==> config.mk <==
export PLATFORM = sky130hd
export DESIGN_NAME = dense_set_swap_remove
export DESIGN_NICKNAME = d
export VERILOG_FILES = /design/src/rtl/core/dssr_pkg.sv /design/src/rtl/core/dense_set_swap_remove.sv
export SDC_FILE = /design/constraint.sdc
export NUM_CORES = 2
export LEC_CHECK = 0
export BUFFER_PORTS_ARGS = -buffer_cell sky130_fd_sc_hd__buf_2
export CORE_ASPECT_RATIO = 0.5
export CORE_MARGIN = 2
export CORE_UTILIZATION = 45
export CTS_BUF_LIST = sky130_fd_sc_hd__clkbuf_4 sky130_fd_sc_hd__clkbuf_8
export CTS_CLUSTER_DIAMETER = 100
export DETAILED_ROUTE_END_ITERATION = 10
export PLACE_DENSITY = 0.6
export RECOVER_POWER = 25
export SYNTH_ARGS = -nofsm -noshare
export SYNTH_HDL_FRONTEND = slang
export SYNTH_SLANG_ARGS = --single-unit
==> constraint.sdc <==
create_clock -name clk -period 18.7 [get_ports clk]
set_input_delay 3.74 -clock clk [delete_from_list [all_inputs] [get_ports clk]]
set_output_delay 3.74 -clock clk [all_outputs]
set_load 0.005 [all_outputs]
==> src/rtl/core/dssr_pkg.sv <==
`default_nettype none

package dssr_pkg;

	// default sizes
	localparam int DEF_CAPACITY   = 256;
	localparam int DEF_ITEM_SPACE = 256;

	// fixed field widths
	localparam int CMD_W    = 2;
	localparam int ID_W     = 8;
	localparam int STATUS_W = 2;
	localparam int SLOT_W   = 8;
	localparam int COUNT_W  = 9;

	localparam int IN_DATA_W  = 16;
	localparam int OUT_DATA_W = 32;

	typedef enum logic [CMD_W-1:0] {
		CMD_ADD = 2'd0,
		CMD_DEL = 2'd1,
		CMD_CLR = 2'd2
	} cmd_t;

	typedef enum logic [STATUS_W-1:0] {
		STS_OK         = 2'd0,
		STS_ALREADY    = 2'd1,
		STS_NOT_MEMBER = 2'd2,
		STS_FULL       = 2'd3
	} status_t;

	typedef enum logic [1:0] {
		ST_IDLE,
		ST_DEL,
		ST_CLR,
		ST_CLR_LAST
	} state_t;

	// result packed with the first field in the highest bits
	typedef struct packed {
		logic [COUNT_W-1:0] member_count;
		logic [ID_W-1:0]    moved_item;
		logic               moved_valid;
		logic [SLOT_W-1:0]  slot;
		status_t            status;
	} res_t;

endpackage

`default_nettype wire

==> src/rtl/core/dense_set_swap_remove.sv <==
`default_nettype none

// Dense set with swap-remove. Keeps up to CAPACITY item ids packed in slots
// 0 .. count-1 in a dense table, plus a position table giving each held item
// its slot; both are single-port-write RAMs with a registered read, and the
// membership flags are flip-flops cleared by reset. Each request (cmd 0 add,
// 1 delete, 2 clear) gives exactly one result. Add, any refused request and
// the unused command need no RAM read, since the flags and the count are in
// flops. Delete reads the position of the item and the entry in the last
// slot from the RAMs, then writes the last entry into the freed slot and
// fixes its position. Clear walks the dense table one slot a cycle through
// its read port and drops each member's flag; an empty set is answered
// without the walk. Results sit in an output register backed by one spare
// register, so a new request is taken while a result waits; requests stall
// only while a delete or clear is in progress or both result registers are
// full. Ids at or above ITEM_SPACE are reported as not member.
module dense_set_swap_remove #(
	parameter int CAPACITY   = dssr_pkg::DEF_CAPACITY,
	parameter int ITEM_SPACE = dssr_pkg::DEF_ITEM_SPACE
) (
	input  wire logic                              clk,
	input  wire logic                              arst_n,
	input  wire logic                              s_tvalid,
	output logic                                   s_tready,
	// [1:0] cmd, [9:2] item_id, [15:10] zero
	input  wire logic [dssr_pkg::IN_DATA_W-1:0]    s_tdata,
	output logic                                   m_tvalid,
	input  wire logic                              m_tready,
	// [1:0] status, [9:2] slot, [10] moved_valid, [18:11] moved_item,
	// [27:19] member_count, [31:28] zero
	output logic [dssr_pkg::OUT_DATA_W-1:0]        m_tdata
);

	// ids are 8 bits wide, so at most 256 of the item space is reachable
	localparam int ISP = (ITEM_SPACE < 256) ? ITEM_SPACE : 256;
	localparam int IW  = (ISP > 1) ? $clog2(ISP) : 1;
	localparam int SW  = (CAPACITY > 1) ? $clog2(CAPACITY) : 1;
	localparam int CW  = $clog2(CAPACITY + 1);
	localparam int RES_W = $bits(dssr_pkg::res_t);

	// storage
	logic [IW-1:0] dense_mem [CAPACITY];
	logic [SW-1:0] pos_mem   [ISP];
	logic [ISP-1:0] flag_q;
	logic [CW-1:0]  total_q;

	// control
	dssr_pkg::state_t state_q, state_d;
	logic [IW-1:0]    id_q;
	logic [CW-1:0]    clr_idx_q;

	// registered RAM reads
	logic [IW-1:0] dense_rd_s1;
	logic [SW-1:0] pos_rd_s1;

	// result registers
	logic            out_valid_q, spare_valid_q;
	dssr_pkg::res_t  out_q, spare_q;

	// request decode
	logic               acc;
	dssr_pkg::cmd_t     cmd_in;
	logic [7:0]         id_in;
	logic               id_ok;
	logic [IW-1:0]      fidx;
	logic               is_mem;
	logic               full;
	logic [CW-1:0]      last;

	// datapath controls
	logic               res_fire;
	dssr_pkg::res_t     res;
	logic               dense_we;
	logic [SW-1:0]      dense_wa;
	logic [IW-1:0]      dense_wd;
	logic [SW-1:0]      dense_ra;
	logic               pos_we;
	logic [IW-1:0]      pos_wa;
	logic [SW-1:0]      pos_wd;
	logic               flag_set, flag_clr;
	logic [IW-1:0]      flag_idx;
	logic               total_we;
	logic [CW-1:0]      total_d;
	logic               clr_start;
	logic               out_take;

	assign s_tready = (state_q == dssr_pkg::ST_IDLE) && !spare_valid_q;
	assign acc      = s_tvalid && s_tready;
	assign cmd_in   = dssr_pkg::cmd_t'(s_tdata[1:0]);
	assign id_in    = s_tdata[9:2];
	assign id_ok    = 32'(id_in) < ISP;
	assign fidx     = IW'(id_in);
	assign is_mem   = id_ok && flag_q[fidx];
	assign full     = 32'(total_q) >= CAPACITY;
	assign last     = total_q - CW'(1);

	assign m_tvalid = out_valid_q;
	assign m_tdata  = {(dssr_pkg::OUT_DATA_W - RES_W)'(0), out_q};
	assign out_take = m_tvalid && m_tready;

	// next state
	always_comb begin
		state_d = state_q;
		case (state_q)
			dssr_pkg::ST_IDLE: begin
				if (acc && cmd_in == dssr_pkg::CMD_DEL && is_mem) begin
					state_d = dssr_pkg::ST_DEL;
				end else if (acc && cmd_in == dssr_pkg::CMD_CLR && total_q != '0) begin
					state_d = dssr_pkg::ST_CLR;
				end
			end
			dssr_pkg::ST_DEL: begin
				state_d = dssr_pkg::ST_IDLE;
			end
			dssr_pkg::ST_CLR: begin
				if (clr_idx_q == last) begin
					state_d = dssr_pkg::ST_CLR_LAST;
				end
			end
			dssr_pkg::ST_CLR_LAST: begin
				state_d = dssr_pkg::ST_IDLE;
			end
			default: begin
				state_d = dssr_pkg::ST_IDLE;
			end
		endcase
	end

	// datapath controls and result
	always_comb begin
		res_fire  = 1'b0;
		res       = '0;
		res.status = dssr_pkg::STS_OK;
		res.member_count = 9'(total_q);
		dense_we  = 1'b0;
		dense_wa  = SW'(total_q);
		dense_wd  = fidx;
		dense_ra  = SW'(last);
		pos_we    = 1'b0;
		pos_wa    = fidx;
		pos_wd    = SW'(total_q);
		flag_set  = 1'b0;
		flag_clr  = 1'b0;
		flag_idx  = fidx;
		total_we  = 1'b0;
		total_d   = total_q;
		clr_start = 1'b0;
		case (state_q)
			dssr_pkg::ST_IDLE: begin
				if (acc) begin
					case (cmd_in)
						dssr_pkg::CMD_ADD: begin
							res_fire = 1'b1;
							if (!id_ok) begin
								res.status = dssr_pkg::STS_NOT_MEMBER;
							end else if (flag_q[fidx]) begin
								res.status = dssr_pkg::STS_ALREADY;
							end else if (full) begin
								res.status = dssr_pkg::STS_FULL;
							end else begin
								dense_we = 1'b1;
								pos_we   = 1'b1;
								flag_set = 1'b1;
								total_we = 1'b1;
								total_d  = total_q + CW'(1);
								res.slot = 8'(total_q);
								res.member_count = 9'(total_d);
							end
						end
						dssr_pkg::CMD_DEL: begin
							// members continue in ST_DEL once the RAM reads land
							if (!is_mem) begin
								res_fire   = 1'b1;
								res.status = dssr_pkg::STS_NOT_MEMBER;
							end
						end
						dssr_pkg::CMD_CLR: begin
							clr_start = 1'b1;
							if (total_q == '0) begin
								res_fire = 1'b1;
							end
						end
						default: begin
							res_fire = 1'b1;
						end
					endcase
				end
			end
			dssr_pkg::ST_DEL: begin
				// pos_rd_s1 is the freed slot, dense_rd_s1 the last entry
				res_fire = 1'b1;
				flag_clr = 1'b1;
				flag_idx = id_q;
				total_we = 1'b1;
				total_d  = last;
				res.slot = 8'(pos_rd_s1);
				res.member_count = 9'(last);
				if (CW'(pos_rd_s1) != last) begin
					dense_we = 1'b1;
					dense_wa = pos_rd_s1;
					dense_wd = dense_rd_s1;
					pos_we   = 1'b1;
					pos_wa   = dense_rd_s1;
					pos_wd   = pos_rd_s1;
					res.moved_valid = 1'b1;
					res.moved_item  = 8'(dense_rd_s1);
				end
			end
			dssr_pkg::ST_CLR: begin
				// read slot clr_idx_q, drop the flag of the slot read last cycle
				dense_ra = SW'(clr_idx_q);
				flag_idx = dense_rd_s1;
				flag_clr = clr_idx_q != '0;
			end
			dssr_pkg::ST_CLR_LAST: begin
				res_fire = 1'b1;
				flag_idx = dense_rd_s1;
				flag_clr = 1'b1;
				total_we = 1'b1;
				total_d  = '0;
				res.member_count = '0;
			end
			default: begin
				res_fire = 1'b0;
			end
		endcase
	end

	// dense table
	always_ff @(posedge clk) begin
		if (dense_we) begin
			dense_mem[dense_wa] <= dense_wd;
		end
		dense_rd_s1 <= dense_mem[dense_ra];
	end

	// position table
	always_ff @(posedge clk) begin
		if (pos_we) begin
			pos_mem[pos_wa] <= pos_wd;
		end
		pos_rd_s1 <= pos_mem[fidx];
	end

	// control state
	always_ff @(posedge clk or negedge arst_n) begin
		if (!arst_n) begin
			state_q   <= dssr_pkg::ST_IDLE;
			flag_q    <= '0;
			total_q   <= '0;
			clr_idx_q <= '0;
		end else begin
			state_q <= state_d;
			if (flag_set) begin
				flag_q[flag_idx] <= 1'b1;
			end else if (flag_clr) begin
				flag_q[flag_idx] <= 1'b0;
			end
			if (total_we) begin
				total_q <= total_d;
			end
			if (clr_start) begin
				clr_idx_q <= '0;
			end else if (state_q == dssr_pkg::ST_CLR) begin
				clr_idx_q <= clr_idx_q + CW'(1);
			end
		end
	end

	always_ff @(posedge clk) begin
		if (acc) begin
			id_q <= fidx;
		end
	end

	// output register plus spare
	always_ff @(posedge clk or negedge arst_n) begin
		if (!arst_n) begin
			out_valid_q   <= 1'b0;
			spare_valid_q <= 1'b0;
		end else begin
			if (res_fire) begin
				if (!out_valid_q || out_take) begin
					out_valid_q <= 1'b1;
				end else begin
					spare_valid_q <= 1'b1;
				end
			end else if (out_take) begin
				out_valid_q   <= spare_valid_q;
				spare_valid_q <= 1'b0;
			end
		end
	end

	always_ff @(posedge clk) begin
		if (res_fire) begin
			if (!out_valid_q || out_take) begin
				out_q <= res;
			end else begin
				spare_q <= res;
			end
		end else if (out_take && spare_valid_q) begin
			out_q <= spare_q;
		end
	end

endmodule

`default_nettype wire

# Word-level counts from Yosys, hierarchy flattened

Memories as Yosys holds them, arrays and structs flattened. A register that Yosys moved wholly into a read port is not among the register bits.
Index checks and enable logic that the tools add are counted.
Widths: inputs -> output; s select.

Add/subtract/negate cells: 3
Magnitude comparators: 4
Equality and inequality tests: 11
Multiplexer cells: 63
Bitwise operators: 4
Reductions and logical operators: 28

Operators by type and width:

| cell                | number |
|---|---|
| $mux 256            | 2 |
| $and 256x256->256   | 1 |
| $not 256->256       | 1 |
| $or 256x256->256    | 1 |
| $mux 28             | 3 |
| $mux 9              | 8 |
| $mux 8              | 8 |
| $pmux 8 s2          | 2 |
| $pmux 9 s3          | 1 |
| $mux 1              | 22 |
| $add 9x1->9 const B | 2 |
| $lt 8x9->1 const B  | 2 |
| $reduce_bool 9->1   | 2 |
| $mux 2              | 7 |
| $mux 10             | 1 |
| $pmux 1 s2          | 5 |
| $reduce_and 2->1    | 5 |
| $eq 9x9->1          | 1 |
| $ge 9x9->1 const B  | 1 |
| $logic_and 1x1->1   | 9 |
| $logic_not 9->1     | 1 |
| $ne 8x9->1          | 1 |
| $sub 9x1->9 const B | 1 |
| $bmux 1 s8          | 1 |
| other kinds (15)    | 25 |

Register bits: 342
Memory bits (writable): 4096
Input bits: 20
Logic and storage cells: 132
Memories kept: 2

Memory list:

| name      | depth | width | read ports | clocked after memory_dff | write ports | line                        | source |
|---|---|---|---|---|---|---|---|
| dense_mem | 256   | 8     | 1          | 1                        | 1           | dense_set_swap_remove.sv:42 | `logic [IW-1:0] dense_mem [CAPACITY];` |
| pos_mem   | 256   | 8     | 1          | 1                        | 1           | dense_set_swap_remove.sv:43 | `logic [SW-1:0] pos_mem [ISP];` |

# Logic depth before layout (Yosys ltp)

Word-level depth: 11
Gate-level depth with buffers: 15
Depth with buffers taken out: 12

# Worst setup path before layout

Ideal clock, no wire load.

Kind: register -> register
Start point: register total_q[1]
End point: memory pos_mem[0][0] (netlist name) (data pin)
Setup time: 2.188 ns
Data arrival time: 12.733 ns
Data required time: 16.512 ns
Path slack: 3.779 ns
Cell stages (with the launch flop): 14
Path buffers: 4
Period minus slack after synthesis: 14.921 ns
Cell sequence: dfrtp_1 -> clkbuf_1 -> inv_1 -> ha_1 -> nor3b_4 -> a21boi_0 -> or3_1 -> nand4_1 -> o41ai_4 -> inv_2 -> buf_2 -> clkbuf_1 -> clkbuf_1 -> o21ai_0

Word-level cells in the longest chain between the ends: 4

RTL lines:

| item                     | line                         | source |
|---|---|---|
| start: declaration       | dense_set_swap_remove.sv:45  | `logic [CW-1:0] total_q;` |
| start signal: assignment | dense_set_swap_remove.sv:260 | `total_q <= total_d;` |
| $sub 9x1->9              | dense_set_swap_remove.sv:95  | `assign last = total_q - CW'(1);` |
| $ne 8x9->1               | dense_set_swap_remove.sv:198 | `if (CW'(pos_rd_s1) != last) begin` |
| $mux 8 (2 in a row)      | n/a                          |  |
| named net dense_wa[0]    | dense_set_swap_remove.sv:74  | `logic [SW-1:0] dense_wa;` |
| end: declaration         | dense_set_swap_remove.sv:43  |  |

The timed path passes the listed nets, and every way through them passes these cells.

# Worst setup path after layout

Start point: input port s_tdata[3] (netlist name)
End point: memory pos_mem[163][7] (netlist name) (enable)

Word-level cells in the longest chain between the ends: 8
Elaborated cells on any way between the ends: 10
Classes of those cells: 10 x mux

RTL lines:

| item                         | line                         | source |
|---|---|---|
| start: declaration           | dense_set_swap_remove.sv:26  | `input wire logic [dssr_pkg::IN_DATA_W-1:0] s_tdata,` |
| $bmux 1 s8                   | dense_set_swap_remove.sv:156 | `end else if (flag_q[fidx]) begin` |
| $mux 1 (not written as such) | dense_set_swap_remove.sv:156 |  |
| $mux 1                       | dense_set_swap_remove.sv:156 |  |
| $mux 1                       | dense_set_swap_remove.sv:151 | `case (cmd_in)` |
| $mux 1                       | dense_set_swap_remove.sv:150 | `if (acc) begin` |
| $pmux 1 s2                   | dense_set_swap_remove.sv:148 | `case (state_q)` |
| $mux 1                       | dense_set_swap_remove.sv:239 | `if (pos_we) begin` |
| $mux 1 (not written as such) | dense_set_swap_remove.sv:240 | `pos_mem[pos_wa] <= pos_wd;` |

Parallel ways exist; a longest one is shown, timed or not. The select of a mux whose other input is x is not followed.

==> run_results.csv <==
group,metric,value,unit
layout,finalInstanceArea,0.200,mm²
run,cap_violations,32,
yosys,ys_seq_area_share,73.6,%
clock_tree,cts_resized,0,
floorplanning,fp-row-count,163,
timing,drv_slew,2226,
power,cellPowerDensity,134,mW/mm²
status,violations,"capacitance limit, slew limit",
timing,period_share,75.8,%
clock_tree,clock-sinks,4454,
floorplanning,die_w,897,µm
yosys,synth_cells,9099,
timing,hold_violations,0,
clock_tree,cts.path.max_buffers,4,
timing,fmax,0.0706,GHz
route,drt-pass1-iter-count,5,
timing,fin_setup_tns,0,ns
yosys,ys_async_sr_fraction,6.24,%
critical_path,endpoint_kind,"flip-flop",
yosys,avgSynthCellArea,19.7,µm²
critical_path,startpoint_type,"primary input",
route,drt.antenna.violating_nets,0,
layout,fillers,31800,
critical_path,critPathKind,"primary input to flip-flop",
power,p_sw,8.74,mW
route,vias_per_cell,5.90,
layout,drive_above_1_share,29.7,%
grt,grt_pass1_vias,92800,
power,power.total,26.8,mW
floorplanning,ios,54,
clock_tree,post_cts_buffers,0,
clock_tree,cts-root-buf,"clkbuf_8",
critical_path,crit_fanout,189,
placement,dp_hpwl,253000,µm
placement,place_ws,7.10,ns
clock_tree,postCtsHoldBufs,0,
hold_path,hold_class,"flip-flop to flip-flop",
power,switching_share,32.6,%
clock_tree,cts_buffers,634,
layout,utilization,50.5,%
yosys,synth_area,0.180,mm²
grt,overflow,0,
clock_tree,htree_levels,6,
placement,io_buffers,43,
timing,maxSlewHeadroom,-294,%
route,routedWlPerCell,29.1,µm
yosys,ys.flop_type,"edfxtp_1",
critical_path,arrival,15.01,ns
timing,rsz0062_at_grt,"no",
timing,layout_min_cycle_time,14.17,ns
yosys,yosysUniqueCellTypes,81,
route,vias,90700,
yosys,yosysWarnings,0,
timing,worstMarginPinSlew,5.90,ns
clock_tree,cts_tree,"yes",
floorplanning,core_area,0.396,mm²
power,intPower,18.1,mW
grt,grt_util_all_layers,21.7,%
route,drt-total-wl,447000,µm
layout,final_nets,9631,
placement,place.gp.congestion,0.835,
timing,hold-worst-slack,0.484,ns
floorplanning,die_h,451,µm
route,route.detailed.drc,0,
grt,grt_max_degree,225,
power,power_frac_clock,28.5,%
placement,postPlaceCellArea,0.188,mm²
layout,multi_input_area,0.0449,mm²
layout,final_common_cell,"edfxtp_1",
yosys,ys_ff_latch,4454,
timing,fin_ws,4.53,ns
power,power_frac_comb,27.9,%
route,drt_iter0_markers,9343,
grt,antenna_found_initial,15,
layout,ff_latch_area,0.132,mm²
clock_tree,clock_latency,1.15,ns
grt,grt_pass1_wl,650000,µm
layout,final_cell_mix,"edfxtp_1, mux4_2, nand2_1",
status,status,"complete, but fails checks",
critical_path,required,19.54,ns
floorplanning,die_area,0.404,mm²
layout,stdcell_count,15400,
layout,area_delta_synth_final,11.3,%
placement,dp_cells,14200,
floorplanning,initial_utilization,45.4,%
clock_tree,cts.clk_slew.worst_paths,0.06,ns
power,ir_worst_vdd,250,µV
timing,fin_worst_skew,0.0766,ns
timing,final-setup-viol-count,0,
power,seqPwrFrac,43.6,%
power,power_leakage,64.5,nW
yosys,synth-edff-count,4160,
-- cells in the mapped netlist (all sizes together) (65+ instances only) --
master / count / area [µm²]
clkbuf: 369 / 1390
nor2: 305 / 1150
a21oi: 329 / 1650
a211oi: 65 / 488
nand3: 216 / 1080
dfrtp: 278 / 6960
mux2: 269 / 3030
mux4: 1228 / 27700
mux2i: 271 / 2720
nor3: 257 / 1290
edfxtp: 4160 / 125000
buf: 278 / 1340
nand2: 677 / 2540
-- flip-flops by register name, summed over array words and instances, names as in the netlist, named ones only --
register       cells
clr_idx_q          9
dense_mem       2048
dense_rd_s1        8
id_q               8
m_tdata           28
m_tvalid           1
pos_mem         2048
pos_rd_s1          8
spare_q           28
spare_valid_q      1
state_q            2
total_q            9
-- final cells by class --
class                   count  area share (%)
flip-flops and latches   4454            66.2
multi-input cells        3980            22.5
clock buffers             888            5.40
well taps                5280            3.31
repair buffers            512            1.91
clock inverters           218           0.696
inverters                  21          0.0513
diodes                      5         0.00626
-- logic make-up (layout without fill, tap and decap cells) --
kind of cell	Yosys count	after routing	share of synthesized area, %
DFF	4454	4454	73.6
AOI/OAI and AO/OA	614	614	2.24
xor gates and xnor gates	28	28	0.156
buffers and inverters	668	1639	1.56
adders and majority gates	8	8	0.0557
and+or+nand+nor	1558	1558	3.76
other	1	9	0.00209
muxes	1768	1768	18.6
-- path summary, 6_finish.rpt --
kind,from,endpoint,slack (ns),depth (start not counted)
setup reg to reg,total_q[0]$_DFFE_PN0P_,dense_mem[7][2]$_DFFE_PP_,5.09,14
min in group asynchronous,arst_n,async pin,4.02,1
hold / removal,flip-flop,flip-flop,0.48,1
max in group asynchronous,arst_n,state_q[0]$_DFFE_PN0P_,6.50,3
hold reg to reg,flip-flop,flip-flop,0.48,1
setup / recovery,s_tdata[3],pos_mem[163][7]$_DFFE_PP_,4.53,14
-- worst max-delay path: stages --
cell and delay (ns):
clkbuf_1 4.05, buf_4 1.21, mux4_2 0.59, o21ai_0 0.28
o22ai_1 0.11, nand4b_1 0.25, o211ai_2 0.27, o31a_2 0.57
buf_4 0.82, buf_12 0.49, nand2_4 0.27, buf_4 0.54
a211oi_1 0.94, buf_4 0.28
-- power by group through the flow --
stage	clock [mW]	combinational, mW	sequential [mW]
after floorplan	0	4.87	12.0
after global placement	0	7.51	11.9
after detailed placement	0	7.57	11.9
after CTS	7.80	7.58	11.7
after global routing	8.24	7.94	11.7
final	7.65	7.49	11.7
-- layer usage --
layer	up-vias	wire length, µm	GRT usage [%]
met5	-	59	0
met4	8	11900	5.89
met3	669	30300	3.84
met2	3209	214000	34.6
met1	48500	191000	31.3
li1	38200	-	-
No activity file was read; power rests on OpenSTA's default activity.
